**config.mk**
```make
export PLATFORM = sky130hd
export DESIGN_NAME = mm4_front
export DESIGN_NICKNAME = d
export VERILOG_FILES = /design/src/sv/matrix4x4_multiply_macros.svh /design/src/sv/mm4_pkg.sv /design/src/sv/mm4_front.sv
export SDC_FILE = /design/constraint.sdc
export NUM_CORES = 1
export LEC_CHECK = 0
export BUFFER_PORTS_ARGS = -buffer_cell sky130_fd_sc_hd__buf_4
export CAP_MARGIN = 20
export CELL_PAD_IN_SITES_DETAIL_PLACEMENT = 1
export CELL_PAD_IN_SITES_GLOBAL_PLACEMENT = 1
export CORE_AREA = 2 2 206 208
export CTS_CLUSTER_SIZE = 28
export DETAILED_ROUTE_END_ITERATION = 16
export DIE_AREA = 0 0 208 210
export PLACE_DENSITY = 0.46
export SLEW_MARGIN = 20
export SYNTH_ARGS = -nofsm -noshare
export SYNTH_HDL_FRONTEND = slang
export SYNTH_SLANG_ARGS = --single-unit
```
**constraint.sdc**
```tcl
create_clock -name clock -period 3.4 [get_ports clock]
set_clock_uncertainty 0.1 [all_clocks]
set_input_delay 0.68 -clock clock [delete_from_list [all_inputs] [get_ports clock]]
set_output_delay 0.68 -clock clock [all_outputs]
set_load 0.01 [all_outputs]
```
**src/sv/matrix4x4_multiply_macros.svh**
```systemverilog
// Assertion macros shared by the 4x4 matrix multiplier RTL.
// Each macro expects signals named clock and reset in the calling module.
`ifndef MATRIX4X4_MULTIPLY_MACROS_SVH
`define MATRIX4X4_MULTIPLY_MACROS_SVH

// Same-cycle implication, checked at every rising edge outside reset.
`define MM4_ASSERT_NOW(label, pre, post, msg) \
   label: assert property (@(posedge clock) disable iff (reset) (pre) |-> (post)) \
      else $error(msg);

// Next-cycle implication, checked at every rising edge outside reset.
`define MM4_ASSERT_NEXT(label, pre, post, msg) \
   label: assert property (@(posedge clock) disable iff (reset) (pre) |=> (post)) \
      else $error(msg);

`endif

```
**src/sv/mm4_pkg.sv**
```systemverilog
// Package for the 4x4 matrix multiplier: widths, row and bank types, control structs.
// No dependencies; imported by every module of the block.
`default_nettype none

package mm4_pkg;

   localparam int DATA_W = 32;
   localparam int PROD_W = 2 * DATA_W;
   // four full-width products summed exactly need two guard bits
   localparam int ACC_W  = PROD_W + 2;
   localparam int DIM    = 4;

   localparam logic [1:0] ROW_FIRST = 2'd0;
   localparam logic [1:0] ROW_LAST  = 2'd3;

   typedef logic [DIM-1:0][DATA_W-1:0] mm4_row_type;

   // store write from the front end into the back end's banked stores
   typedef struct packed {
      logic        we;
      logic        bank;
      logic [1:0]  row;
      mm4_row_type a_row;
      mm4_row_type b_row;
   } mm4_wr_type;

   // back end job status; done pulses when a bank's last read has been issued
   typedef struct packed {
      logic active;
      logic done;
      logic bank;
   } mm4_status_type;

endpackage

`default_nettype wire

```
**src/sv/mm4_front.sv**
```systemverilog
// Front end of the 4x4 matrix multiplier: takes row requests, steers them into a bank.
// Depends on mm4_pkg; feeds mm4_queue with completed banks and mm4_back with writes.
`default_nettype none

module mm4_front import mm4_pkg::*; (
   input  wire logic           clock,
   input  wire logic           reset,
   input  wire logic           req_valid,
   output logic                req_stall,
   input  wire mm4_row_type    a_row,
   input  wire mm4_row_type    b_row,
   output logic                q_push,
   output logic                q_bank,
   input  wire logic           q_full,
   input  wire mm4_status_type status,
   output mm4_wr_type          wr
);

   logic [1:0] row_ff, row_in;
   logic       wbank_ff, wbank_in;
   logic [1:0] busy_ff, busy_in;
   logic       take;

   // hold requests while the back end owns the target bank or row 3 meets a full queue
   assign req_stall = busy_ff[wbank_ff] || ((row_ff == ROW_LAST) && q_full);
   assign take      = req_valid && !req_stall;

   always_comb begin
      row_in   = row_ff;
      wbank_in = wbank_ff;
      busy_in  = busy_ff;
      if (status.done) begin
         busy_in[status.bank] = 1'b0;
      end
      if (take) begin
         row_in = row_ff + 2'd1;
         if (row_ff == ROW_LAST) begin
            busy_in[wbank_ff] = 1'b1;
            wbank_in          = !wbank_ff;
         end
      end
   end

   always_ff @(posedge clock) begin
      if (reset) begin
         row_ff   <= ROW_FIRST;
         wbank_ff <= 1'b0;
         busy_ff  <= '0;
      end else begin
         row_ff   <= row_in;
         wbank_ff <= wbank_in;
         busy_ff  <= busy_in;
      end
   end

   assign q_push = take && (row_ff == ROW_LAST);
   assign q_bank = wbank_ff;

   assign wr.we    = take;
   assign wr.bank  = wbank_ff;
   assign wr.row   = row_ff;
   assign wr.a_row = a_row;
   assign wr.b_row = b_row;

endmodule

`default_nettype wire

```
==> Flow_metrics.wiki <==
{| class="wikitable"
! Metric !! Value
|-
| Number of buffers on the longest clock path || 2
|-
| Number of antenna violations at the first check in global routing || 0
|-
| Source-to-sink clock delay at the later pin of the worst-skew pair || 0.23 ns
|-
| Clock-pin slew on the worst setup and hold paths || 0.03 ns
|-
| Status || complete, no violations
|-
| Chip Height || 210 µm
|-
| Worst Tran Pin Value || 0.285 ns
|-
| Congestion Overflow GR || 0
|-
| Share of final-layout standard cells stronger than drive strength 1 || 0.413
|-
| Highest achievable clock rate || 448 MHz
|-
| Kind of end point of the critical path || output pin
|-
| Post-layout minimum cycle time || 2.23 ns
|-
| Async set or reset register ratio after synthesis || 0
|-
| Count leader, synth || sky130_fd_sc_hd__buf_4
|-
| Count of nets left with antenna violations after detail routing || 0
|-
| Sw frac || 0.193
|-
| Number of global-route vias before repair || 847
|-
| Startpoint kind of the worst setup timing path || register
|-
| WS Path Type || reg2out
|-
| Summed instance area of the synthesized netlist || 2200 µm²
|-
| Detailed Route WL || 7.80 mm
|-
| Wire length of the first global-routing pass || 9.01 mm
|-
| Share of power burned in combinational logic || 0.095
|-
| Max FO, Critical Path || 6
|-
| Gpl congestion || 0.538
|-
| Via total after detailed routing || 721
|-
| Total core area || 41,500 µm²
|-
| Die X-Extent || 208 µm
|-
| Number of I/O port buffers || 12
|-
| Die outline area || 43,700 µm²
|-
| Most area-consuming cells after synthesis || sky130_fd_sc_hd__buf_4 (88%), sky130_fd_sc_hd__dfxtp_1 (4.5%), sky130_fd_sc_hd__nor2b_1 (0.85%), sky130_fd_sc_hd__mux2_4 (0.68%), sky130_fd_sc_hd__nand2_1 (0.68%)
|-
| Maximum level of the CTS H-tree || 1
|-
| Clock tree from TritonCTS || yes
|-
| Synth cell types || 17
|-
| Pin count of the biggest net entering global routing || 9
|-
| Commonest cells post-synth || sky130_fd_sc_hd__buf_4 (258), sky130_fd_sc_hd__dfxtp_1 (5), sky130_fd_sc_hd__nand2_1 (4)
|-
| Setup_tns || 0 ns
|-
| Root Buffer Master || sky130_fd_sc_hd__clkbuf_16
|-
| Final hold vios || 0
|-
| Leakage power || 0.221 nW
|-
| Cell type with the highest aggregate area in the netlist || sky130_fd_sc_hd__buf_4
|-
| Setup repair after global routing missed its margin || no
|-
| Relative slew slack || 0.806
|-
| Post-CTS setup buffers || 0
|-
| Number of warnings reported in the yosys synthesis log || 0
|-
| I/O pin count || 526
|-
| Post-detailed-route DRC marker count || 0
|-
| Setup slack, reg-to-reg || 1.81 ns
|-
| IR drop worst, VDD || 0.221 mV
|-
| Net switching power || 0.0554 mW
|-
| Number of enable flip-flop cells after synthesis || 0
|-
| Synth top area share || 0.879
|-
| Antenna cell count || 0
|-
| Required time worst endpoint || 2.62 ns
|-
| Clk pwr share || 0.682
|-
| Num rows || 75
|-
| Mean cell area of the mapped netlist || 7.65 µm²
|-
| TritonCTS Buffers || 3
|-
| Internal power consumption || 0.232 mW
|-
| Number of sinks driven by the clock tree || 5
|-
| Worst min path class || reg2reg
|-
| Final Total Pwr || 0.288 mW
|-
| Max capacitance violation total || 0
|-
| Final clock period utilization by the worst path || 0.656
|-
| Total of endpoints with negative setup slack in the final report || 0
|-
| Most frequently used flop master after synthesis || sky130_fd_sc_hd__dfxtp_1
|-
| Final-report max-slew violation count || 0
|-
| Per-cell routed wire length || 13.3 µm
|-
| Synthesis-to-layout area growth || -49.6%
|-
| Initial detailed-routing violation count || 17
|-
| Syn Nets || 552
|-
| Drt first pass iters || 5
|-
| Post-CTS resize count || 0
|-
| Number of vias per cell || 1.23
|-
| Critical Path AT || 1.45 ns
|-
| Relative contribution of sequential cells to total power || 0.223
|-
| Starting Density || 0.0531
|-
| Register bit total from synthesis || 5
|-
| Global routing usage summed across all routing layers || 0.0323
|-
| Total power per unit cell area || 259 nW/µm²
|-
| Number of hold buffers added after CTS || 0
|-
| Sequential share of the synthesized area || 0.0454
|-
| Cell count after synthesis || 288
|-
| Post-layout net count || 311
|}
[layout by cell type (no fill, tap or decap)]
cell                        synthesis  layout
sky130_fd_sc_hd__nand4_1            2       2
sky130_fd_sc_hd__clkbuf_1           0       1
sky130_fd_sc_hd__nor2_1             2       2
sky130_fd_sc_hd__a21bo_2            1       1
sky130_fd_sc_hd__buf_4            258      12
sky130_fd_sc_hd__inv_1              2       2
sky130_fd_sc_hd__mux2_4             1       1
sky130_fd_sc_hd__clkbuf_16          0       3
sky130_fd_sc_hd__mux2i_1            1       1
sky130_fd_sc_hd__o21ai_0            2       2
sky130_fd_sc_hd__nand2_1            4       4
sky130_fd_sc_hd__mux2i_2            1       1
sky130_fd_sc_hd__nand2b_1           2       2
sky130_fd_sc_hd__a21oi_1            1       1
sky130_fd_sc_hd__and3_4             1       1
sky130_fd_sc_hd__nand3_1            1       1
sky130_fd_sc_hd__ha_1               1       1
sky130_fd_sc_hd__dfxtp_1            5       5
sky130_fd_sc_hd__nor2b_1            3       3
[state kept, by name, indices dropped and copies added, names as in the netlist]
signal and flops:
row_ff 2, q_bank 1, busy_ff 2
[layout make-up]
type                       count  area [µm²]
fill                        4991       40400
tap                          539         674
multi-input combinational     23         159
sequential                     5         100
timing repair buffer          12        90.1
clock buffer                   4        78.8
inverter                       2        7.51
[per-layer routing]
metal  vias to the layer above  track usage  share of wire
met5                         -            0              0
met4                         0       0.0499           0.16
met3                       134       0.0289           0.23
met2                       227       0.0535           0.47
met1                       226       0.0136           0.15
li1                        134            -              -
[power groups by stage]
stage | clock network [mW] | logic (mW) | registers [mW]
2_1_floorplan | 0 | 0.322 | 0.0657
3_5_place_dp | 0 | 0.0289 | 0.0652
3_3_place_gp | 0 | 0.0288 | 0.0649
6_report | 0.196 | 0.0272 | 0.0641
4_1_cts | 0.202 | 0.0289 | 0.0644
5_1_grt | 0.202 | 0.0313 | 0.0649
[worst max-delay path, cell delays in order (launching register included)]
cell and delay [ns]:
sky130_fd_sc_hd__dfxtp_1 0.45, sky130_fd_sc_hd__mux2i_2 0.36, sky130_fd_sc_hd__and3_4 0.27, sky130_fd_sc_hd__buf_4 0.14
[worst paths after layout]
| path | start | to | depth (start not counted) |
|---|---|---|---|
| hold / removal | busy_ff[1] | busy_ff[1] | 2 |
| hold reg to reg | busy_ff[1] | busy_ff[1] | 2 |
| setup reg to reg | q_bank | row_ff[0] | 3 |
| setup / recovery | q_bank | wr[259] | 3 |
[per-stage QoR]
stage | setup WS (ns) | util | instance area [µm²] | cells | hold slack [ns]
3_3_place_gp | 1.32 | 0.0249 | 1030 | 581 | 0.353
6_report | 1.17 | 0.0268 | 1110 | 585 | 0.364
3_5_place_dp | 1.33 | 0.0249 | 1030 | 581 | 0.363
4_1_cts | 1.12 | 0.0268 | 1110 | 585 | 0.370
2_1_floorplan | 1.51 | - | 2200 | 288 | 0.336
5_1_grt | 1.04 | 0.0268 | 1110 | 585 | 0.421
[kinds of logic (layout without fill, tap and decap cells)]
family,Yosys count,after routing,synth area share
DFF,5,5,0.0454
and+or+nand+nor,15,15,0.0375
adders and majority gates,1,1,0.00568
buffers and inverters,260,18,0.882
muxes,3,3,0.0176
AOI/OAI and AO/OA,4,4,0.0114
(Power assumes the default switching activity.)
