File: src/sv/matrix4x4_multiply_macros.svh
// Assertion macros shared by the 4x4 matrix multiplier RTL.
// Each macro expects signals named clock and reset in the calling module.
`ifndef MATRIX4X4_MULTIPLY_MACROS_SVH
`define MATRIX4X4_MULTIPLY_MACROS_SVH

// Same-cycle implication, checked at every rising edge outside reset.
`define MM4_ASSERT_NOW(label, pre, post, msg) \
   label: assert property (@(posedge clock) disable iff (reset) (pre) |-> (post)) \
      else $error(msg);

// Next-cycle implication, checked at every rising edge outside reset.
`define MM4_ASSERT_NEXT(label, pre, post, msg) \
   label: assert property (@(posedge clock) disable iff (reset) (pre) |=> (post)) \
      else $error(msg);

`endif

File: src/sv/mm4_pkg.sv
// Package for the 4x4 matrix multiplier: widths, row and bank types, control structs.
// No dependencies; imported by every module of the block.
`default_nettype none

package mm4_pkg;

   localparam int DATA_W = 32;
   localparam int PROD_W = 2 * DATA_W;
   // four full-width products summed exactly need two guard bits
   localparam int ACC_W  = PROD_W + 2;
   localparam int DIM    = 4;

   localparam logic [1:0] ROW_FIRST = 2'd0;
   localparam logic [1:0] ROW_LAST  = 2'd3;

   typedef logic [DIM-1:0][DATA_W-1:0] mm4_row_type;

   // store write from the front end into the back end's banked stores
   typedef struct packed {
      logic        we;
      logic        bank;
      logic [1:0]  row;
      mm4_row_type a_row;
      mm4_row_type b_row;
   } mm4_wr_type;

   // back end job status; done pulses when a bank's last read has been issued
   typedef struct packed {
      logic active;
      logic done;
      logic bank;
   } mm4_status_type;

endpackage

`default_nettype wire

File: src/sv/mm4_queue.sv
// Two-entry job queue between front and back end; each entry names a filled bank.
// Depends on mm4_pkg.
`default_nettype none

module mm4_queue import mm4_pkg::*; (
   input  wire logic clock,
   input  wire logic reset,
   input  wire logic push,
   input  wire logic push_bank,
   output logic      full,
   input  wire logic pop,
   output logic      pop_bank,
   output logic      empty
);

   localparam int QUEUE_DEPTH = 2;

   logic       q_mem_ff [QUEUE_DEPTH];
   logic       wr_ptr_ff, wr_ptr_in;
   logic       rd_ptr_ff, rd_ptr_in;
   logic [1:0] cnt_ff, cnt_in;
   logic       do_push, do_pop;

   assign full     = (cnt_ff == 2'(QUEUE_DEPTH));
   assign empty    = (cnt_ff == 2'd0);
   assign pop_bank = q_mem_ff[rd_ptr_ff];
   assign do_push  = push && !full;
   assign do_pop   = pop && !empty;

   always_comb begin
      wr_ptr_in = wr_ptr_ff;
      rd_ptr_in = rd_ptr_ff;
      cnt_in    = cnt_ff;
      if (do_push) begin
         wr_ptr_in = !wr_ptr_ff;
      end
      if (do_pop) begin
         rd_ptr_in = !rd_ptr_ff;
      end
      if (do_push && !do_pop) begin
         cnt_in = cnt_ff + 2'd1;
      end else if (do_pop && !do_push) begin
         cnt_in = cnt_ff - 2'd1;
      end
   end

   always_ff @(posedge clock) begin
      if (reset) begin
         wr_ptr_ff <= 1'b0;
         rd_ptr_ff <= 1'b0;
         cnt_ff    <= 2'd0;
      end else begin
         wr_ptr_ff <= wr_ptr_in;
         rd_ptr_ff <= rd_ptr_in;
         cnt_ff    <= cnt_in;
      end
   end

   always_ff @(posedge clock) begin
      if (do_push) begin
         q_mem_ff[wr_ptr_ff] <= push_bank;
      end
   end

endmodule

`default_nettype wire

File: config.mk
export PLATFORM = sky130hd
export DESIGN_NAME = mm4_queue
export DESIGN_NICKNAME = d
export VERILOG_FILES = /design/src/sv/matrix4x4_multiply_macros.svh /design/src/sv/mm4_pkg.sv /design/src/sv/mm4_queue.sv
export SDC_FILE = /design/constraint.sdc
export NUM_CORES = 1
export LEC_CHECK = 0
export BUFFER_PORTS_ARGS = -buffer_cell sky130_fd_sc_hd__buf_2
export CAP_MARGIN = 15
export CORE_AREA = 8 8 45 47
export DETAILED_ROUTE_END_ITERATION = 12
export DIE_AREA = 0 0 53 55
export HOLD_SLACK_MARGIN = 0.05
export SYNTH_ARGS = -nofsm -noshare
export SYNTH_HDL_FRONTEND = slang
export SYNTH_SLANG_ARGS = --single-unit
File: constraint.sdc
create_clock -name clock -period 1.9 [get_ports clock]
set_input_delay 0.38 -clock clock [delete_from_list [all_inputs] [get_ports clock]]
set_output_delay 0.38 -clock clock [all_outputs]
set_load 0.1 [all_outputs]
==> results of run 1 <==
path summary, 6_finish.rpt:
check | startpoint | endpoint | slack, ns
setup / recovery | cnt_ff[1] | full | 0.24
hold / removal | push_bank | q_mem_ff[0] | 0.33
setup reg to reg | cnt_ff[0] | cnt_ff[1] | 0.35
hold reg to reg | wr_ptr_ff | wr_ptr_ff | 0.49
critical path, delay by kind of cell, from the launching register on:
family                 cells  cell delay (ns)
buffers and inverters      1             0.43
DFF                        1             0.41
and+or+nand+nor            1             0.19
layer usage:
layer  GRT usage  wire length (microns)  vias to the layer above
met5           0                      0                        -
met4      0.0259                      0                        0
met3      0.0401                     49                        0
met2      0.0664                    267                        6
met1      0.0352                    209                       95
li1            -                      -                      114
area by class of cell:
| cell class | count | area, sq um | share of cell area |
|---|---|---|---|
| multi-input combinational | 19 | 129 | 0.341 |
| tap | 16 | 20.0 | 0.0530 |
| clock buffer | 4 | 26.3 | 0.0695 |
| sequential | 7 | 160 | 0.424 |
| timing repair buffer | 7 | 35.0 | 0.0927 |
| inverter | 2 | 7.51 | 0.0199 |
logic make-up (layout without fill, tap and decap cells):
logic type               Yosys count  in the layout  share of synthesized area
buffers and inverters              2             13                     0.0260
XOR/XNOR                           3              3                     0.0909
flip-flops                         7              7                      0.554
AO/OA/AOI/OAI                      5              5                     0.0866
multiplexers                       1              1                     0.0390
adder cells (fa/ha/maj)            1              1                     0.0433
AND/OR/NAND/NOR                    9              9                      0.160
stage by stage:
step / setup TNS, ns / setup slack [ns]
after floorplan: -0.0110 / -0.0110
after global placement: 0 / 0.372
after detailed placement: 0 / 0.355
after CTS: 0 / 0.219
after global routing: 0 / 0.179
final: 0 / 0.239
cell usage in the layout, fill, tap and decap left out, drive strengths merged:
cell type,instances
nor2,5
clkbuf,4
o21ai,3
or3,2
xor2,3
dfxtp,5
and2,1
nor2b,1
buf,7
inv,2
ha,1
mux2,1
a21oi,2
edfxtp,2
==> parameters.txt, run 1 <==
Parameter                              Value

Setup path
  Highest fanout seen on the critical path ... 5
  Startpoint-to-endpoint class of the critical path ... reg2out
  Cell chain of the critical path ... nor2b_4 -> buf_2
  Arrival time at the worst endpoint ... roughly 1.3 ns
  Depth of the worst register-to-register path ... 4
  Crit path launch type ... register
  CP peak stage delay ... around 0.43 ns
  Slowest CP cell ... sky130_fd_sc_hd__buf_2
  CP required ... 1.52 ns
  Category of the worst setup path capture point ... output pin

STA
  Setup violation total in the final timing report ... 0
  Highest clock frequency the design can meet ... 602 MHz
  Headroom to the max-slew limit ... 0.677
  Number of max-slew violations in the final report ... 0
  Period minus WS final ... 1.66 ns
  Setup repair after global routing missed its margin ... false
  Final setup skew ... 0.00508 ns
  Final cycle utilization of the critical path ... 0.874
  Worst Hold Slack ... 0.333 ns
  Hold violation total from the final report ... 0
  Transition time at the pin with the least slew margin ... 0.488 ns

Synthesis
  Unique cell type count in the Yosys netlist ... 12
  Synth Net Count ... 34
  Largest area contributor in the netlist ... sky130_fd_sc_hd__dfxtp_1
  Async set-or-reset flop fraction in the synthesized netlist ... 0
  Synth Warn # ... 0
  Main synth FF type ... sky130_fd_sc_hd__dfxtp_1
  Number of synthesized flops with an enable pin ... 2
  Total standard cell area after synthesis ... 289 sq um
  Commonest cells post-synth ... 5 x sky130_fd_sc_hd__dfxtp_1, 5 x sky130_fd_sc_hd__nor2_1, 3 x sky130_fd_sc_hd__o21ai_0, 3 x sky130_fd_sc_hd__xor2_1
  Post-synthesis sequential area ratio ... 0.554
  Flops & latches, synth ... 7
  Ranking of synthesized cells by area ... sky130_fd_sc_hd__dfxtp_1 35%, sky130_fd_sc_hd__edfxtp_1 21%, sky130_fd_sc_hd__xor2_1 9.1%
  Cells after synthesis ... 28
  Post-synthesis area per instance ... 10.3 sq um
  Yosys top cell area share ... 0.346

GRT
  Antenna violations before repair ... 0
  Wire length of the first global-routing pass ... about 840 microns
  Congestion Overflow GR ... 0
  Maximum number of pins on one net before global-route repair ... 6
  Global-route total usage across every layer ... 0.0427
  Number of global-route vias before repair ... 225

Detailed routing
  Count of TritonRoute iterations in the first routing pass ... 2
  DRC violation total after the first TritonRoute iteration ... 2
  Drt drc ... 0
  Wirelength per Cell ... 9.56 microns
  Final Routed Wirelength ... 526 microns
  Post-DRT Antenna Nets ... 0
  Via count ... roughly 220
  Per-cell via count in the routed design ... 3.91

Layout
  Area Overhead vs Synth ... 30.7%
  Layout Nets ... 46
  Fill count ... 150
  Proportion of layout cells with a drive suffix above 1 ... 0.333
  Diode insertion count for antenna repair ... 0
  Total non-filler cell area in the finished layout ... 378 sq um
  Final core utilization ... 0.273
  Number of cells in the finished layout apart from fillers ... 55

Floorplanning
  X dimension of the die ... 53 microns
  Starting utilization of the core area ... 0.209
  # IOs ... 8
  Row count ... 14
  Die Y ... 55 microns
  Die outline area ... 2920 sq um
  Core outline area ... 1380 sq um

Hold path
  Path category of the worst min-delay check ... in2reg
  Worst hold path stage count ... 1

Place
  Cell Area, Placed ... 352 sq um
  GP Congestion ... 0.600
  Placed cell count ... between 50 and 60
  # port buffers ... 7

Clock network
  CTS Root Buffer Type ... sky130_fd_sc_hd__clkbuf_4
  Number of CTS-inserted buffers ... 3
  Clock latency on the worst-skew pair ... around 0.25 ns
  Maximum level of the CTS H-tree ... 1
  CTS Sinks ... 7
  Number of buffers inserted for hold repair after clock tree synthesis ... 0
  CTS tree ... yes
  # resized after CTS ... 0
  CTS clock-pin slew for the worst setup and hold paths ... 0.05 ns
  # Post-CTS Setup Buffers ... 0
  Number of buffers between clock root and the deepest sink ... 2

Job
  Max-Cap Viols ... 0

Run status
  Run status ... completed
Power of run 1 is not shown: default switching activity piles up to over one toggle a cycle in this logic, so the estimate is an artifact.
==> run 2, diff against run 1 <==
==> constraint.sdc (replaced) <==
create_clock -name clock -period 1.9 [get_ports clock]
set_input_delay 0.38 -clock clock [delete_from_list [all_inputs] [get_ports clock]]
set_output_delay 0.38 -clock clock [all_outputs]
set_load 0.01 [all_outputs]
==> parameters.txt, run 2 (synthesis results as in run 1) <==
Parameter                              Value

Run status
  Run status ... completed (unchanged)

Layout
  Layout Nets ... 46 (unchanged)
  Diode insertion count for antenna repair ... 0 (unchanged)
  Area Overhead vs Synth ... 28.1% (was 30.7%)
  Commonest non-fill, non-tap cells in the layout ... 7 x sky130_fd_sc_hd__buf_2, 5 x sky130_fd_sc_hd__nor2_1, 5 x sky130_fd_sc_hd__dfxtp_1 (was 7 x sky130_fd_sc_hd__buf_2, 5 x sky130_fd_sc_hd__dfxtp_1, 4 x sky130_fd_sc_hd__nor2_1)
  Fill count ... 161 (was 150)
  Most common cell after layout, fill and taps aside ... sky130_fd_sc_hd__buf_2 (unchanged)
  Proportion of layout cells with a drive suffix above 1 ... 0.308 (was 0.333)

Setup path
  Crit path launch type ... register (unchanged)
  Cell chain of the critical path ... nor2b_2 -> nor2_1 -> ha_1 -> or3_1 -> a21oi_1 (was nor2b_4 -> buf_2)
  Startpoint-to-endpoint class of the critical path ... reg2reg (was reg2out)
  Highest fanout seen on the critical path ... 5 (unchanged)
  Arrival time at the worst endpoint ... 1.70 ns (was 1.28 ns)
  Category of the worst setup path capture point ... register (was output pin)
  CP top delay family ... simple AND/OR/NAND/NOR gates (was buffers and inverters)
  Slowest CP cell ... sky130_fd_sc_hd__dfxtp_1 (was sky130_fd_sc_hd__buf_2)
  CP required ... 2.08 ns (was 1.52 ns)
  Buffers & Inverters on Critical Path ... 0 (was 1)
  CP peak stage delay ... 0.37 ns (was 0.43 ns)

Floorplanning
  Core outline area ... 1380 sq um (unchanged)
  Starting utilization of the core area ... 0.209 (unchanged)
  # IOs ... 8 (unchanged)
  X dimension of the die ... 53 microns (unchanged)
  Row count ... 14 (unchanged)
  Die Y ... 55 microns (unchanged)
  Die outline area ... 2920 sq um (unchanged)

STA
  Final setup slack of the worst path ... 0.372 ns (was 0.239 ns)
  Final cycle utilization of the critical path ... 0.804 (was 0.874)
  Highest clock frequency the design can meet ... 654 MHz (was 602 MHz)
  Headroom to the max-slew limit ... 0.808 (was 0.677)
  Fin Setup TNS ... 0 ns (unchanged)
  Period minus WS final ... 1.53 ns (was 1.66 ns)
  Final setup skew ... 0.00440 ns (was 0.00508 ns)
  Number of max-slew violations in the final report ... 0 (unchanged)
  Hold violation total from the final report ... 0 (unchanged)
  Setup repair after global routing missed its margin ... false (unchanged)
  Setup violation total in the final timing report ... 0 (unchanged)
  Transition time at the pin with the least slew margin ... 0.285 ns (was 0.488 ns)

GRT
  Wire length of the first global-routing pass ... 855 microns (was 841 microns)
  Global-route total usage across every layer ... 0.0461 (was 0.0427)
  Congestion Overflow GR ... 0 (unchanged)
  Number of global-route vias before repair ... 192 (was 225)
  Maximum number of pins on one net before global-route repair ... 6 (unchanged)
  Antenna violations before repair ... 0 (unchanged)

Job
  Max-Cap Viols ... 0 (unchanged)

Clock network
  Number of buffers inserted for hold repair after clock tree synthesis ... 0 (unchanged)
  Number of buffers between clock root and the deepest sink ... 2 (unchanged)
  CTS Sinks ... 7 (unchanged)
  Maximum level of the CTS H-tree ... 1 (unchanged)
  Clock latency on the worst-skew pair ... 0.24 ns (was 0.25 ns)
  CTS Root Buffer Type ... sky130_fd_sc_hd__clkbuf_4 (unchanged)
  # Post-CTS Setup Buffers ... 0 (unchanged)
  Number of CTS-inserted buffers ... 3 (unchanged)
  CTS tree ... yes (unchanged)
  # resized after CTS ... 0 (unchanged)
  CTS clock-pin slew for the worst setup and hold paths ... 0.05 ns (about the same)

Detailed routing
  Count of TritonRoute iterations in the first routing pass ... 4 (was 2)
  Drt drc ... 0 (unchanged)
  Wirelength per Cell ... 9.53 microns (was 9.56 microns)
  Final Routed Wirelength ... 524 microns (was 526 microns)
  DRC violation total after the first TritonRoute iteration ... 6 (was 2)
  Per-cell via count in the routed design ... 4.07 (was 3.91)
  Via count ... 224 (was 215)
  Post-DRT Antenna Nets ... 0 (unchanged)

Place
  GP Congestion ... 0.629 (was 0.600)
  Placement Setup Slack ... 0.386 ns (was 0.355 ns)
  # port buffers ... 7 (unchanged)

Power
  Power density normalized to cell area ... 1510 nW/um^2
  Total leakage power ... 0.166 nW
  Largest vdd supply drop ... 0.381 mV

Hold path
  Path category of the worst min-delay check ... in2reg (unchanged)
==> run 2: where the power goes <==
part	internal [mW]	switching, mW
registers	0.200	0.0340
clock network	0.0800	0.0516
logic	0.0947	0.0985
==> run 2: area by class of cell <==
type                       instances  area [sq um]  share of cell area
timing repair buffer               7          35.0              0.0946
clock buffer                       4          26.3              0.0709
multi-input combinational         19           121               0.328
inverter                           2          7.51              0.0203
sequential                         7           160               0.432
tap                               16          20.0              0.0541
==> run 2: final timing paths <==
| path | cells past startpoint | slack (ns) | start | to |
|---|---|---|---|---|
| setup / recovery | 5 | 0.37 | cnt_ff[1] | cnt_ff[1] |
| hold / removal | 1 | 0.33 | push_bank | q_mem_ff[0] |
| setup reg to reg | 5 | 0.37 | cnt_ff[1] | cnt_ff[1] |
| hold reg to reg | 2 | 0.50 | wr_ptr_ff | wr_ptr_ff |
==> run 2: per-stage QoR <==
| step | cell area, sq um | hold slack, ns | util | cells | power (mW) |
|---|---|---|---|---|---|
| floorplan | 289 | 0.449 | - | 28 | 0.373 |
| global placement | 344 | 0.474 | 0.249 | 51 | 0.428 |
| detailed placement | 344 | 0.486 | 0.249 | 51 | 0.433 |
| CTS | 370 | 0.321 | 0.268 | 55 | 0.569 |
| global route | 370 | 0.323 | 0.268 | 55 | 0.610 |
| finish | 370 | 0.327 | 0.268 | 55 | 0.559 |
==> run 2: per-layer routing <==
metal / share of wire / track usage / routed length, microns
met1: 0.41 / 0.0491 / 215
met2: 0.43 / 0.0508 / 227
met3: 0.14 / 0.0294 / 74
met4: 0.011 / 0.0647 / 6
met5: 0 / 0 / 0
No activity file was read; power rests on OpenSTA's default activity.
